--- config.mk ---
export PLATFORM = sky130hd
export DESIGN_NAME = png_custom_chunk_extract_check
export DESIGN_NICKNAME = d
export VERILOG_FILES = /design/src/rtl/pcc_pkg.sv /design/src/rtl/pcc_in_stage.sv /design/src/rtl/pcc_parse.sv /design/src/rtl/png_custom_chunk_extract_check.sv
export VERILOG_INCLUDE_DIRS = /design/src /design/src/rtl
export SDC_FILE = /design/constraint.sdc
export NUM_CORES = 1
export LEC_CHECK = 0
export BUFFER_PORTS_ARGS = -buffer_cell sky130_fd_sc_hd__buf_2
export CORE_ASPECT_RATIO = 1.1
export CORE_MARGIN = 3
export CORE_UTILIZATION = 50
export DETAILED_ROUTE_END_ITERATION = 8
export PLACE_DENSITY = 0.69
export SLEW_MARGIN = 30
export SYNTH_ARGS = -nofsm -noshare
export SYNTH_HDL_FRONTEND = slang
export SYNTH_SLANG_ARGS = --single-unit
--- constraint.sdc ---
create_clock -name clk_i -period 5.3 [get_ports clk_i]
set_clock_uncertainty 0.15 [all_clocks]
set_input_delay 0.53 -clock clk_i [delete_from_list [all_inputs] [get_ports clk_i]]
set_output_delay 0.53 -clock clk_i [all_outputs]
set_load 0.03 [all_outputs]
--- src/rtl/assert_macros.svh ---
// ----------------------------------------------------------------------------
// Assertion macros
// Concurrent assertion wrappers on clk_i / rst_ni; empty for synthesis.
// ----------------------------------------------------------------------------
`ifndef ASSERT_MACROS_SVH
`define ASSERT_MACROS_SVH

`ifndef SYNTHESIS
`define PCC_ASSERT(label, prop) \
  label: assert property (@(posedge clk_i) disable iff (!rst_ni) (prop)) \
    else $error("assertion failed");
`define PCC_ASSERT_IMPLY(label, ante, cons) \
  label: assert property (@(posedge clk_i) disable iff (!rst_ni) (ante) |-> (cons)) \
    else $error("assertion failed");
`define PCC_ASSERT_NEXT(label, ante, cons) \
  label: assert property (@(posedge clk_i) disable iff (!rst_ni) (ante) |=> (cons)) \
    else $error("assertion failed");
`else
`define PCC_ASSERT(label, prop)
`define PCC_ASSERT_IMPLY(label, ante, cons)
`define PCC_ASSERT_NEXT(label, ante, cons)
`endif

`endif

--- src/rtl/pcc_pkg.sv ---
// ----------------------------------------------------------------------------
// pcc_pkg
// Types, constants and byte functions for the PNG chunk extract/check block.
// ----------------------------------------------------------------------------
`default_nettype none

package pcc_pkg;

  typedef struct packed {
    logic [7:0] data_byte;
    logic       last_byte;
  } pcc_in_t;

  typedef struct packed {
    logic [7:0] payload_byte;
    logic       payload_valid;
    logic       done_res;
    logic [1:0] status;
  } pcc_out_t;

  localparam logic [1:0] StOk       = 2'd0;
  localparam logic [1:0] StInvalid  = 2'd1;
  localparam logic [1:0] StMissing  = 2'd2;
  localparam logic [1:0] StCrcError = 2'd3;

  localparam logic [31:0] CrcPoly     = 32'hEDB8_8320;
  localparam logic [31:0] CrcOnes     = 32'hFFFF_FFFF;
  localparam logic [31:0] IhdrDataLen = 32'd13;
  localparam logic [31:0] TargetReset = 32'h7074_464E;
  localparam logic [5:0]  HdrEnd      = 6'd41;

  function automatic logic [31:0] crc_byte(input logic [31:0] crc, input logic [7:0] b);
    logic [31:0] c;
    c = crc ^ {24'd0, b};
    for (int k = 0; k < 8; k++) begin
      c = c[0] ? ((c >> 1) ^ CrcPoly) : (c >> 1);
    end
    return c;
  endfunction

  function automatic logic [7:0] sig_byte(input logic [2:0] idx);
    logic [7:0] v;
    case (idx)
      3'd0:    v = 8'h89;
      3'd1:    v = 8'h50;
      3'd2:    v = 8'h4E;
      3'd3:    v = 8'h47;
      3'd4:    v = 8'h0D;
      3'd5:    v = 8'h0A;
      3'd6:    v = 8'h1A;
      default: v = 8'h0A;
    endcase
    return v;
  endfunction

  function automatic logic [7:0] ihdr_byte(input logic [1:0] idx);
    logic [7:0] v;
    case (idx)
      2'd0:    v = 8'h49;
      2'd1:    v = 8'h48;
      2'd2:    v = 8'h44;
      default: v = 8'h52;
    endcase
    return v;
  endfunction

endpackage

`default_nettype wire

--- src/rtl/pcc_in_stage.sv ---
// ----------------------------------------------------------------------------
// pcc_in_stage
// Input register: takes one request per cycle unless stalled, holds it until the core takes it.
// ----------------------------------------------------------------------------
`default_nettype none

module pcc_in_stage import pcc_pkg::*; (
  input  wire logic    clk_i,
  input  wire logic    rst_ni,
  input  wire logic    in_valid_i,
  output logic         in_stall_o,
  input  wire pcc_in_t in_data_i,
  input  wire logic    take_i,
  output logic         s1_valid_o,
  output pcc_in_t      s1_data_o
);

  logic    valid_q;
  pcc_in_t data_q;

  assign in_stall_o = valid_q & ~take_i;
  assign s1_valid_o = valid_q;
  assign s1_data_o  = data_q;

  always_ff @(posedge clk_i or negedge rst_ni) begin
    if (!rst_ni) begin
      valid_q <= 1'b0;
    end else if (!in_stall_o) begin
      valid_q <= in_valid_i;
    end
  end

  always_ff @(posedge clk_i) begin
    if (!in_stall_o && in_valid_i) begin
      data_q <= in_data_i;
    end
  end

endmodule

`default_nettype wire

--- src/rtl/pcc_parse.sv ---
// ----------------------------------------------------------------------------
// pcc_parse
// Header checks, chunk tracking, CRC-32 update and the result register.
// ----------------------------------------------------------------------------
`default_nettype none
`include "assert_macros.svh"

module pcc_parse import pcc_pkg::*; (
  input  wire logic        clk_i,
  input  wire logic        rst_ni,
  input  wire logic [31:0] target_i,
  input  wire logic        s1_valid_i,
  input  wire pcc_in_t     s1_data_i,
  output logic             take_o,
  output logic             out_valid_o,
  input  wire logic        out_stall_i,
  output pcc_out_t         out_data_o
);

  logic [5:0]  pos_q,  pos_d;
  logic [1:0]  herr_q, herr_d;
  logic [31:0] len_q,  len_d;
  logic [32:0] rem_q,  rem_d;
  logic [31:0] crc_q,  crc_d;
  logic [31:0] scrc_q, scrc_d;
  logic        cmpl_q, cmpl_d;
  logic        out_valid_q;
  pcc_out_t    out_q, res;
  logic [7:0]  b;
  logic [1:0]  tidx;
  logic        step;

  assign take_o      = ~(out_valid_q & out_stall_i);
  assign step        = take_o & s1_valid_i;
  assign out_valid_o = out_valid_q;
  assign out_data_o  = out_q;
  assign b           = s1_data_i.data_byte;
  assign tidx        = 2'(6'd40 - pos_q);

  always_comb begin
    pos_d  = pos_q;
    herr_d = herr_q;
    len_d  = len_q;
    rem_d  = rem_q;
    crc_d  = crc_q;
    scrc_d = scrc_q;
    cmpl_d = cmpl_q;
    res    = '0;

    if (pos_q < 6'd8) begin
      if (b != sig_byte(pos_q[2:0]) && herr_d == StOk) herr_d = StInvalid;
    end else if (pos_q < 6'd12) begin
      len_d = {len_q[23:0], b};
      if (pos_q == 6'd11 && len_d != IhdrDataLen && herr_d == StOk) herr_d = StInvalid;
    end else if (pos_q < 6'd16) begin
      if (b != ihdr_byte(pos_q[1:0]) && herr_d == StOk) herr_d = StInvalid;
    end else if (pos_q < 6'd33) begin
      // rest of IHDR, unchecked
    end else if (pos_q < 6'd37) begin
      len_d = {len_q[23:0], b};
    end else if (pos_q < HdrEnd) begin
      if (b != target_i[{tidx, 3'b000} +: 8] && herr_d == StOk) herr_d = StMissing;
      crc_d = crc_byte(crc_q, b);
      if (pos_q == 6'd40) rem_d = {1'b0, len_q} + 33'd4;
    end else if (rem_q != 33'd0) begin
      if (rem_q > 33'd4) begin
        crc_d             = crc_byte(crc_q, b);
        res.payload_valid = (herr_q == StOk);
      end else begin
        scrc_d = {scrc_q[23:0], b};
      end
      rem_d = rem_q - 33'd1;
      if (rem_d == 33'd0) cmpl_d = 1'b1;
    end

    if (pos_q < HdrEnd) pos_d = pos_q + 6'd1;

    res.payload_byte = res.payload_valid ? b : 8'd0;
    res.done_res     = s1_data_i.last_byte;

    if (s1_data_i.last_byte) begin
      if (pos_q < 6'd40)                   res.status = StInvalid;
      else if (herr_d != StOk)             res.status = herr_d;
      else if (!cmpl_d)                    res.status = StInvalid;
      else if ((crc_d ^ CrcOnes) != scrc_d) res.status = StCrcError;
      else                                 res.status = StOk;
      pos_d  = '0;
      herr_d = StOk;
      len_d  = '0;
      rem_d  = '0;
      crc_d  = CrcOnes;
      scrc_d = '0;
      cmpl_d = 1'b0;
    end
  end

  always_ff @(posedge clk_i or negedge rst_ni) begin
    if (!rst_ni) begin
      pos_q       <= '0;
      herr_q      <= StOk;
      len_q       <= '0;
      rem_q       <= '0;
      crc_q       <= CrcOnes;
      scrc_q      <= '0;
      cmpl_q      <= 1'b0;
      out_valid_q <= 1'b0;
    end else begin
      if (take_o) out_valid_q <= s1_valid_i;
      if (step) begin
        pos_q  <= pos_d;
        herr_q <= herr_d;
        len_q  <= len_d;
        rem_q  <= rem_d;
        crc_q  <= crc_d;
        scrc_q <= scrc_d;
        cmpl_q <= cmpl_d;
      end
    end
  end

  always_ff @(posedge clk_i) begin
    if (step) out_q <= res;
  end

  `PCC_ASSERT_NEXT(a_last_clears, step && s1_data_i.last_byte, pos_q == 6'd0 && crc_q == CrcOnes)
  `PCC_ASSERT_IMPLY(a_rem_after_hdr, rem_q != 33'd0, pos_q == HdrEnd)
  `PCC_ASSERT_IMPLY(a_cmpl_no_rem, cmpl_q, rem_q == 33'd0)
  `PCC_ASSERT_IMPLY(a_pv_clean, out_valid_q && out_q.payload_valid && !out_q.done_res,
                    pos_q == HdrEnd && herr_q == StOk)

endmodule

`default_nettype wire

--- src/rtl/png_custom_chunk_extract_check.sv ---
// Path: each accepted byte passes through the input register, then the result register.
// Throughput: one byte per cycle while the output is not stalled; the CRC-32 byte update is unrolled (combinational).
// Reset (rst_ni low, asynchronous): parser state, CRC and valid flags cleared, target
// chunk type returns to its reset value. No clearing pass; bytes are taken right away.
// ----------------------------------------------------------------------------
// png_custom_chunk_extract_check
// Streams a PNG file, checks its header, extracts the wanted chunk, checks its CRC.
// ----------------------------------------------------------------------------
`default_nettype none

module png_custom_chunk_extract_check import pcc_pkg::*; (
  input  wire logic        clk_i,
  input  wire logic        rst_ni,
  input  wire logic        in_valid_i,
  output logic             in_stall_o,
  input  wire pcc_in_t     in_data_i,
  output logic             out_valid_o,
  input  wire logic        out_stall_i,
  output pcc_out_t         out_data_o,
  input  wire logic        cfg_valid_i,
  output logic             cfg_ready_o,
  input  wire logic [31:0] cfg_data_i
);

  logic [31:0] target_q;
  logic        s1_valid;
  pcc_in_t     s1_data;
  logic        take;

  assign cfg_ready_o = 1'b1;

  always_ff @(posedge clk_i or negedge rst_ni) begin
    if (!rst_ni) begin
      target_q <= TargetReset;
    end else if (cfg_valid_i && cfg_ready_o) begin
      target_q <= cfg_data_i;
    end
  end

  pcc_in_stage u_in (
    .clk_i      (clk_i),
    .rst_ni     (rst_ni),
    .in_valid_i (in_valid_i),
    .in_stall_o (in_stall_o),
    .in_data_i  (in_data_i),
    .take_i     (take),
    .s1_valid_o (s1_valid),
    .s1_data_o  (s1_data)
  );

  pcc_parse u_parse (
    .clk_i       (clk_i),
    .rst_ni      (rst_ni),
    .target_i    (target_q),
    .s1_valid_i  (s1_valid),
    .s1_data_i   (s1_data),
    .take_o      (take),
    .out_valid_o (out_valid_o),
    .out_stall_i (out_stall_i),
    .out_data_o  (out_data_o)
  );

endmodule

`default_nettype wire

* After elaboration in Yosys (flattened, before gate mapping) *
Cells that the tools add are included.

cells by class
  add/subtract/negate cells = 4
  equal/unequal tests = 22
  magnitude comparators = 8
  bitwise logic cells = 15
  shift operators = 1
  reduce and logical (&&, ||, !) cells = 20
  muxes and demuxes = 81

operator list
  kind                                                        number
  two-way mux 32 bit                                          32
  two-way mux 33 bit                                          9
  NOT 13 -> 14 bit                                            8
  case mux 8 bit (6 select lines)                             1
  adder 32 x 3 -> 33 bit, second input constant               1
  > comparator 33 x 3 -> 1 bit, second input constant         1
  logical NOT 33 bit                                          1
  nonzero test 33 bit                                         1
  subtractor 33 x 1 -> 33 bit, second input constant          1
  two-way mux 8 bit                                           4
  != test 32 bit                                              1
  != test 32 x 4 -> 1 bit, second input constant              1
  NOT 32 bit                                                  1
  variable part select 32 x 6 -> 8 bit                        1
  XOR 32 x 8 -> 32 bit                                        1
  two-way mux 2 bit                                           14
  less-than comparator 6 bit, second input constant           4
  != test 8 bit                                               3
  two-way mux 1 bit                                           18
  case mux 5 bit (3 select lines)                             1
  less-than comparator 6 x 4 -> 1 bit, second input constant  2
  two-way mux 6 bit                                           2
  != test 2 x 1 -> 1 bit, second input constant               5
  != test 3 x 1 -> 1 bit, second input constant               3
  other kinds (22)                                            35

word-level totals
  output and inout bits = 15
  input bits = 46
  logic and storage cells = 168
  flip-flop bits (word level) = 193

* Logic depth before layout (Yosys ltp) *
  word-level depth = 31
  gate-level depth with buffers = 15
  depth with buffers taken out = 11

* Modules after synthesis *
From an unflattened synthesis, not the netlist that was laid out.

second synthesis, totals
  cell total of the unflattened synthesis = 1,376
  area, all modules = 12,643.4 um^2

by module, submodules not included
  module                          cells each  instances  sequential area each (um^2)  area an instance (um^2)
  pcc_parse                       1,292       1          3,878.7                      10,941.7
  png_custom_chunk_extract_check  70          1          818.3                        1,373.8
  pcc_in_stage                    14          1          295.3                        327.8

* Least setup slack after synthesis *
Ideal clock, no wire load.

  kind = register to register
  from = register u_parse.pos_q[0]
  to = register u_parse.out_q (netlist bit u_parse.out_data_o[1]) (data pin)
  arrival = 4.191 ns
  path slack = 0.702 ns
  cell stages (with the launch flop) = 16
  path buffers = 4
  library setup time = 0.257 ns
  data required time = 4.893 ns
  clock period less this slack = 4.598 ns
  path through = dfrtp_1 clkbuf_1 buf_1 inv_1 ha_1 nor2b_1 o21a_1 clkbuf_1 nor4_4 buf_2 mux2i_1 xnor2_1 a2111oi_2 o2111ai_1 or4_1 a32o_1

on the way
  cells in the longest elaborated chain, start to end = 13
  elaborated cells between the ends (all ways) = 68
  those cells by class = add/sub (1); order compare (7); eq/ne (12); shift (1); mux (37); bitwise (1); reduce/logical (9)

ends and longest elaborated chain
  element                                                                                         RTL line                          RTL
  start: declaration                                                                              pcc_parse.sv:20                   logic [5:0] pos_q, pos_d;
  start signal: assignment                                                                        pcc_parse.sv:110                  pos_q <= pos_d;
  subtractor 1 x 2 -> 2 bit (tied with other cells)                                               pcc_parse.sv:38                   assign tidx = 2'(6'd40 - pos_q);
  variable part select 32 x 6 -> 8 bit / case mux 5 bit (3 select lines) (equally long branches)  pcc_parse.sv:62, pcc_pkg.sv:58
  != test 8 bit / two-way mux 8 bit (equally long branches)                                       pcc_parse.sv:62, pcc_parse.sv:55
  logical AND 1 bit / two-way mux 8 bit (equally long branches)                                   pcc_parse.sv:62, pcc_parse.sv:52
  two-way mux 2 bit / two-way mux 8 bit (equally long branches)                                   pcc_parse.sv:62, pcc_parse.sv:50
  two-way mux 2 bit / != test 8 bit (equally long branches)                                       pcc_parse.sv:61, pcc_parse.sv:56
  two-way mux 2 bit / logical AND 1 bit (equally long branches)                                   pcc_parse.sv:59, pcc_parse.sv:56
  two-way mux 2 bit (on tied branches)                                                            pcc_parse.sv:57, pcc_parse.sv:56
  two-way mux 2 bit                                                                               pcc_parse.sv:55                   end else if (pos_q < 6'd16) begin
  two-way mux 2 bit                                                                               pcc_parse.sv:52                   end else if (pos_q < 6'd12) begin
  two-way mux 2 bit                                                                               pcc_parse.sv:50                   if (pos_q < 6'd8) begin
  nonzero test 2 bit                                                                              pcc_parse.sv:83                   else if (herr_d != StOk) res.status = herr_d;
  two-way mux 2 bit                                                                               pcc_parse.sv:83
  end signal: assignment                                                                          pcc_parse.sv:122                  if (step) out_q <= res;
  end: declaration                                                                                pcc_parse.sv:28                   pcc_out_t out_q, res;

Parallel ways exist; a longest one is shown, timed or not. The select of a mux whose other input is x is not followed.
A chain may end at the register's enable or synchronous reset.

* Worst setup path after layout *
  from = register u_parse.rem_q[16]
  to = register u_parse.out_q (netlist bit u_parse.out_data_o[1]) (data pin)

on the way
  cells in the longest elaborated chain, start to end = 14
  elaborated cells between the ends (all ways) = 33
  those cells by class = add/sub (1); order compare (1); eq/ne (1); mux (27); bitwise (1); reduce/logical (2)

ends and longest elaborated chain
  element                       RTL line          RTL
  start: declaration            pcc_parse.sv:23   logic [32:0] rem_q, rem_d;
  start signal: assignment      pcc_parse.sv:113  rem_q <= rem_d;
  > comparator 33 x 3 -> 1 bit  pcc_parse.sv:66   if (rem_q > 33'd4) begin
  two-way mux 32 bit            pcc_parse.sv:66
  two-way mux 32 bit            pcc_parse.sv:65   end else if (rem_q != 33'd0) begin
  two-way mux 32 bit            pcc_parse.sv:61   end else if (pos_q < HdrEnd) begin
  two-way mux 32 bit            pcc_parse.sv:59   end else if (pos_q < 6'd37) begin
  two-way mux 32 bit            pcc_parse.sv:57   end else if (pos_q < 6'd33) begin
  two-way mux 32 bit            pcc_parse.sv:55
  two-way mux 32 bit            pcc_parse.sv:52
  two-way mux 32 bit            pcc_parse.sv:50
  NOT 32 bit (no source line)   --
  != test 32 bit                pcc_parse.sv:85   else if ((crc_d ^ CrcOnes) != scrc_d) res.status = StCrcError;
  two-way mux 2 bit             pcc_parse.sv:85
  two-way mux 2 bit *           pcc_parse.sv:84   else if (!cmpl_d) res.status = StInvalid;
  two-way mux 2 bit *           pcc_parse.sv:83

Every way passes the cells marked *; elsewhere a longest branch is shown, timed or not.

==> summary.md <==
| Metric | Value |
|---|---|
| Status | `finished clean` |
| Hold Vio Cnt, Final | `0` |
| Clk sinks | `193` |
| Worst skew pair latency | `0.46 ns` |
| Clock buffer depth | `2` |
| Ys Warns | `0` |
| DRC | `0` |
| Post-synth EDFFs | `21` |
| Clock transition at the registers of the reported paths | `0.08 ns` |
| Die ar. | `25800 um^2` |
| Syn Nets | `1267` |
| Routed vias | `9625` |
| Ys async rst share | `89.1%` |
| First-pass GRT wire length | `50500 um` |
| Layout cells sized above 1 | `18.3%` |
| Multi-input gate area | `6540 um^2` |
| Seq/Total Area, Yosys | `41.8%` |
| Vias per cell | `6.22` |
| Post-synthesis mux area share | `9.66%` |
| Post-CTS sizing | `0` |
| CORE AREA | `23100 um^2` |
| Post-synth cell types | `70` |
| Most used DFF post-synth | `dfrtp_1` |
| Drt first pass iters | `7` |
| Largest family of logic cells by synthesized area | `compound AO/OA/AOI/OAI gates` |
| Post-CTS setup buffer count | `0` |
| RSZ-0062 raised after global routing | `false` |
| Starting Density | `51.6%` |
| 1st-iter DRT viols | `819` |
| Reg-to-reg startpoint | `u_parse.rem_q[16]` |
| CTS H-tree lvls | `4` |
| Post-Syn Area per Cell | `9.86 um^2` |
| Simple-gate area share of the yosys netlist | `13.7%` |
| CP startpoint | `u_parse.rem_q[16]` |
| Largest net degree at the start of global routing | `173` |
| PwrDens | `336 nW/um^2` |
| Leakage | `5.24 nW` |
| Max-cap check violation count | `0` |
| Endpoints failing setup | `0` |
| Initial antenna violation count | `0` |
| Worst Hold Class | `input pin to flip-flop` |
| Fillers | `1949` |
| Post-layout min period | `4.45 ns` |
| Max-slew violations | `0` |
| CTS buffer count | `17` |
| Kind of critical path | `flip-flop to flip-flop` |
| I/O pin cnt | `61` |
| CP endpoint kind | `flip-flop` |
| DRT Wirelength | `31700 um` |
| Chip height | `168 um` |
| Synth Area in Adders | `1.05%` |
| Die W | `153 um` |
| Reg area | `4990 um^2` |
| GPL Wtd Cong | `0.950` |
| Worst VDD drop | `227 uV` |
| Post-Synthesis Cells | `1211` |
| Antenna-violating nets left | `0` |
| Tcrit/Tclk final | `83.9%` |
| Post-Place Setup Slack | `0.885 ns` |
| Gr ovfl total | `0` |
| # rows | `58` |
| Drt wl/cell | `20.5 um` |
| GR Util All Layers | `24.3%` |
| CP Launch Type | `flip-flop` |
| Fmax | `225 MHz` |
| Dpl hpwl | `21300 um` |
| Compound-Gate Fraction of Synth Area | `16.4%` |
| Setup TNS | `0 ns` |
| Mapped Area | `11900 um^2` |
| Worst Path Arrival | `4.50 ns` |
| Hold WS | `0.100 ns` |
| CP required | `5.35 ns` |
| CTS root buffer | `clkbuf_16` |
| Buffers on Ports | `59` |
| CTS tree | `built` |
| ANT cells | `0` |
| Least-Margin Pin Slew | `0.989 ns` |
| Seq cells post-synth | `193` |
| Cts hold-fix bufs | `0` |
| XOR/XNOR Fraction of Synth Area | `13.5%` |
| Setup ws final | `0.855 ns` |
| Relative slew margins | `33.9%` |
| Area Growth Syn to Fin | `10.8%` |
| CP Max Fanout | `31` |
| Vias in the first global route | `9252` |
| Worst Hold Launch | `in_data_i[5]` |
| Nets | `1291` |
==> Yosys cell counts (7+ instances only) <==
| cell | instances | share of area (%) |
|---|---|---|
| a21oi_1 | 73 | 3.1 |
| a22o_1 | 35 | 2.6 |
| a22oi_1 | 34 | 2.1 |
| a31oi_1 | 15 | 0.79 |
| and2_1 | 12 | 0.63 |
| and3_1 | 8 | 0.42 |
| buf_1 | 9 | 0.28 |
| buf_2 | 11 | 0.46 |
| clkbuf_1 | 60 | 1.9 |
| dfrtp_1 | 126 | 26 |
| dfstp_2 | 46 | 10 |
| edfxtp_1 | 21 | 5.3 |
| ha_1 | 10 | 1.0 |
| inv_1 | 30 | 0.94 |
| mux2_2 | 34 | 3.2 |
| mux2i_1 | 59 | 4.9 |
| mux4_2 | 8 | 1.5 |
| nand2_1 | 76 | 2.4 |
| nand3_1 | 23 | 0.96 |
| nand4_1 | 13 | 0.68 |
| nor2_1 | 96 | 3.0 |
| nor3_1 | 31 | 1.3 |
| nor4_1 | 25 | 1.3 |
| o21ai_0 | 80 | 3.4 |
| o21ai_1 | 12 | 0.50 |
| o22a_1 | 9 | 0.66 |
| o22ai_1 | 16 | 0.84 |
| o31ai_1 | 9 | 0.57 |
| or4_1 | 7 | 0.44 |
| xnor2_1 | 91 | 6.7 |
| xnor3_1 | 15 | 2.8 |
| xor2_1 | 39 | 2.9 |
==> routing by layer <==
layer  wire, um  vias up  GRT usage, %
met5          0        -             0
met4       1000        0          9.18
met3       2050       72          4.19
met2      14700      407          38.1
met1      13900     4680          34.1
li1           -     4466             -
==> where the power goes <==
part | leakage [nW] | internal (W) | switching [W] | total (W)
clock | 0.309 | 0.000666 | 0.000732 | 0.00140
combinational | 2.54 | 0.000665 | 0.000683 | 0.00135
sequential | 2.39 | 0.00161 | 0.0000916 | 0.00170
total | 5.24 | 0.00294 | 0.00151 | 0.00445
==> through the flow <==
step                      utilization, %  total power (W)  cell area (um^2)  instances
after floorplan                        -          0.00275             11900       1211
after global placement              54.2          0.00304             12600       1514
after detailed placement            54.2          0.00306             12600       1514
after CTS                           57.0          0.00446             13200       1546
after global routing                57.2          0.00464             13200       1548
final                               57.2          0.00445             13200       1548
==> layout by cell type, fill, tap and decap left out, types with 21 or more instances in the layout <==
cell type and n:
dfrtp_1 126, inv_1 30, nor2_1 94, nor3_1 30, buf_2 58, mux2_2 34
a22oi_1 34, edfxtp_1 21, o21ai_0 80, a22o_1 35, mux2i_1 59, xnor2_1 91
a21oi_1 73, xor2_1 39, dfstp_2 46, nand3_1 23, nand2_1 75, nor4_1 25
buf_4 25
==> critical path: stages, from the launching register on <==
cell and delay (ns):
dfrtp_1 0.42, or4_4 0.58, or4_4 0.60, nor4_4 0.23
buf_4 0.48, mux2i_1 0.33, xnor2_1 0.10, nor4_1 0.35
nand2_1 0.12, or4_1 0.57, a32o_1 0.27
==> path summary, 6_finish.rpt <==
kind	to	slack [ns]	cells after the start
worst max-delay path	u_parse.out_data_o[1]	0.85	10
worst min-delay path	u_in.s1_data_o[5]	0.10	1
worst max register to register	u_parse.out_data_o[1]	0.85	10
worst min register to register	u_parse.crc_q[28]	0.35	2
max in group asynchronous	u_parse.rem_q[25]	3.61	4
min in group asynchronous	u_parse.scrc_q[28]	0.45	3
==> registers in the layout, indices dropped and copies added (netlist names) <==
signal and count:
u_parse.out_valid_o 1, u_parse.pos_q 6, u_parse.crc_q 32, u_parse.len_q 32, u_parse.scrc_q 32, u_in.s1_data_o 9
u_parse.herr_q 2, target_q 32, u_parse.out_data_o 12, u_parse.cmpl_q 1, u_in.s1_valid_o 1, u_parse.rem_q 33
==> kinds of logic (layout without fill, tap and decap cells) <==
family / count (synthesis) / in the layout
buffers and inverters: 115 / 152
and+or+nand+nor: 330 / 330
muxes: 101 / 101
adders and majority gates: 10 / 10
other: 1 / 1
xor gates and xnor gates: 152 / 152
AOI/OAI and AO/OA: 309 / 309
DFF: 193 / 193
==> area by class of cell <==
cell class                 instances  share of cell area (%)
multi-input combinational        903                    49.4
clock buffer                      17                    3.21
timing repair buffer              88                    4.28
clock inverter                    15                    1.63
inverter                          32                   0.907
sequential                       193                    37.7
tap                              300                    2.84
(Power assumes the default switching activity.)
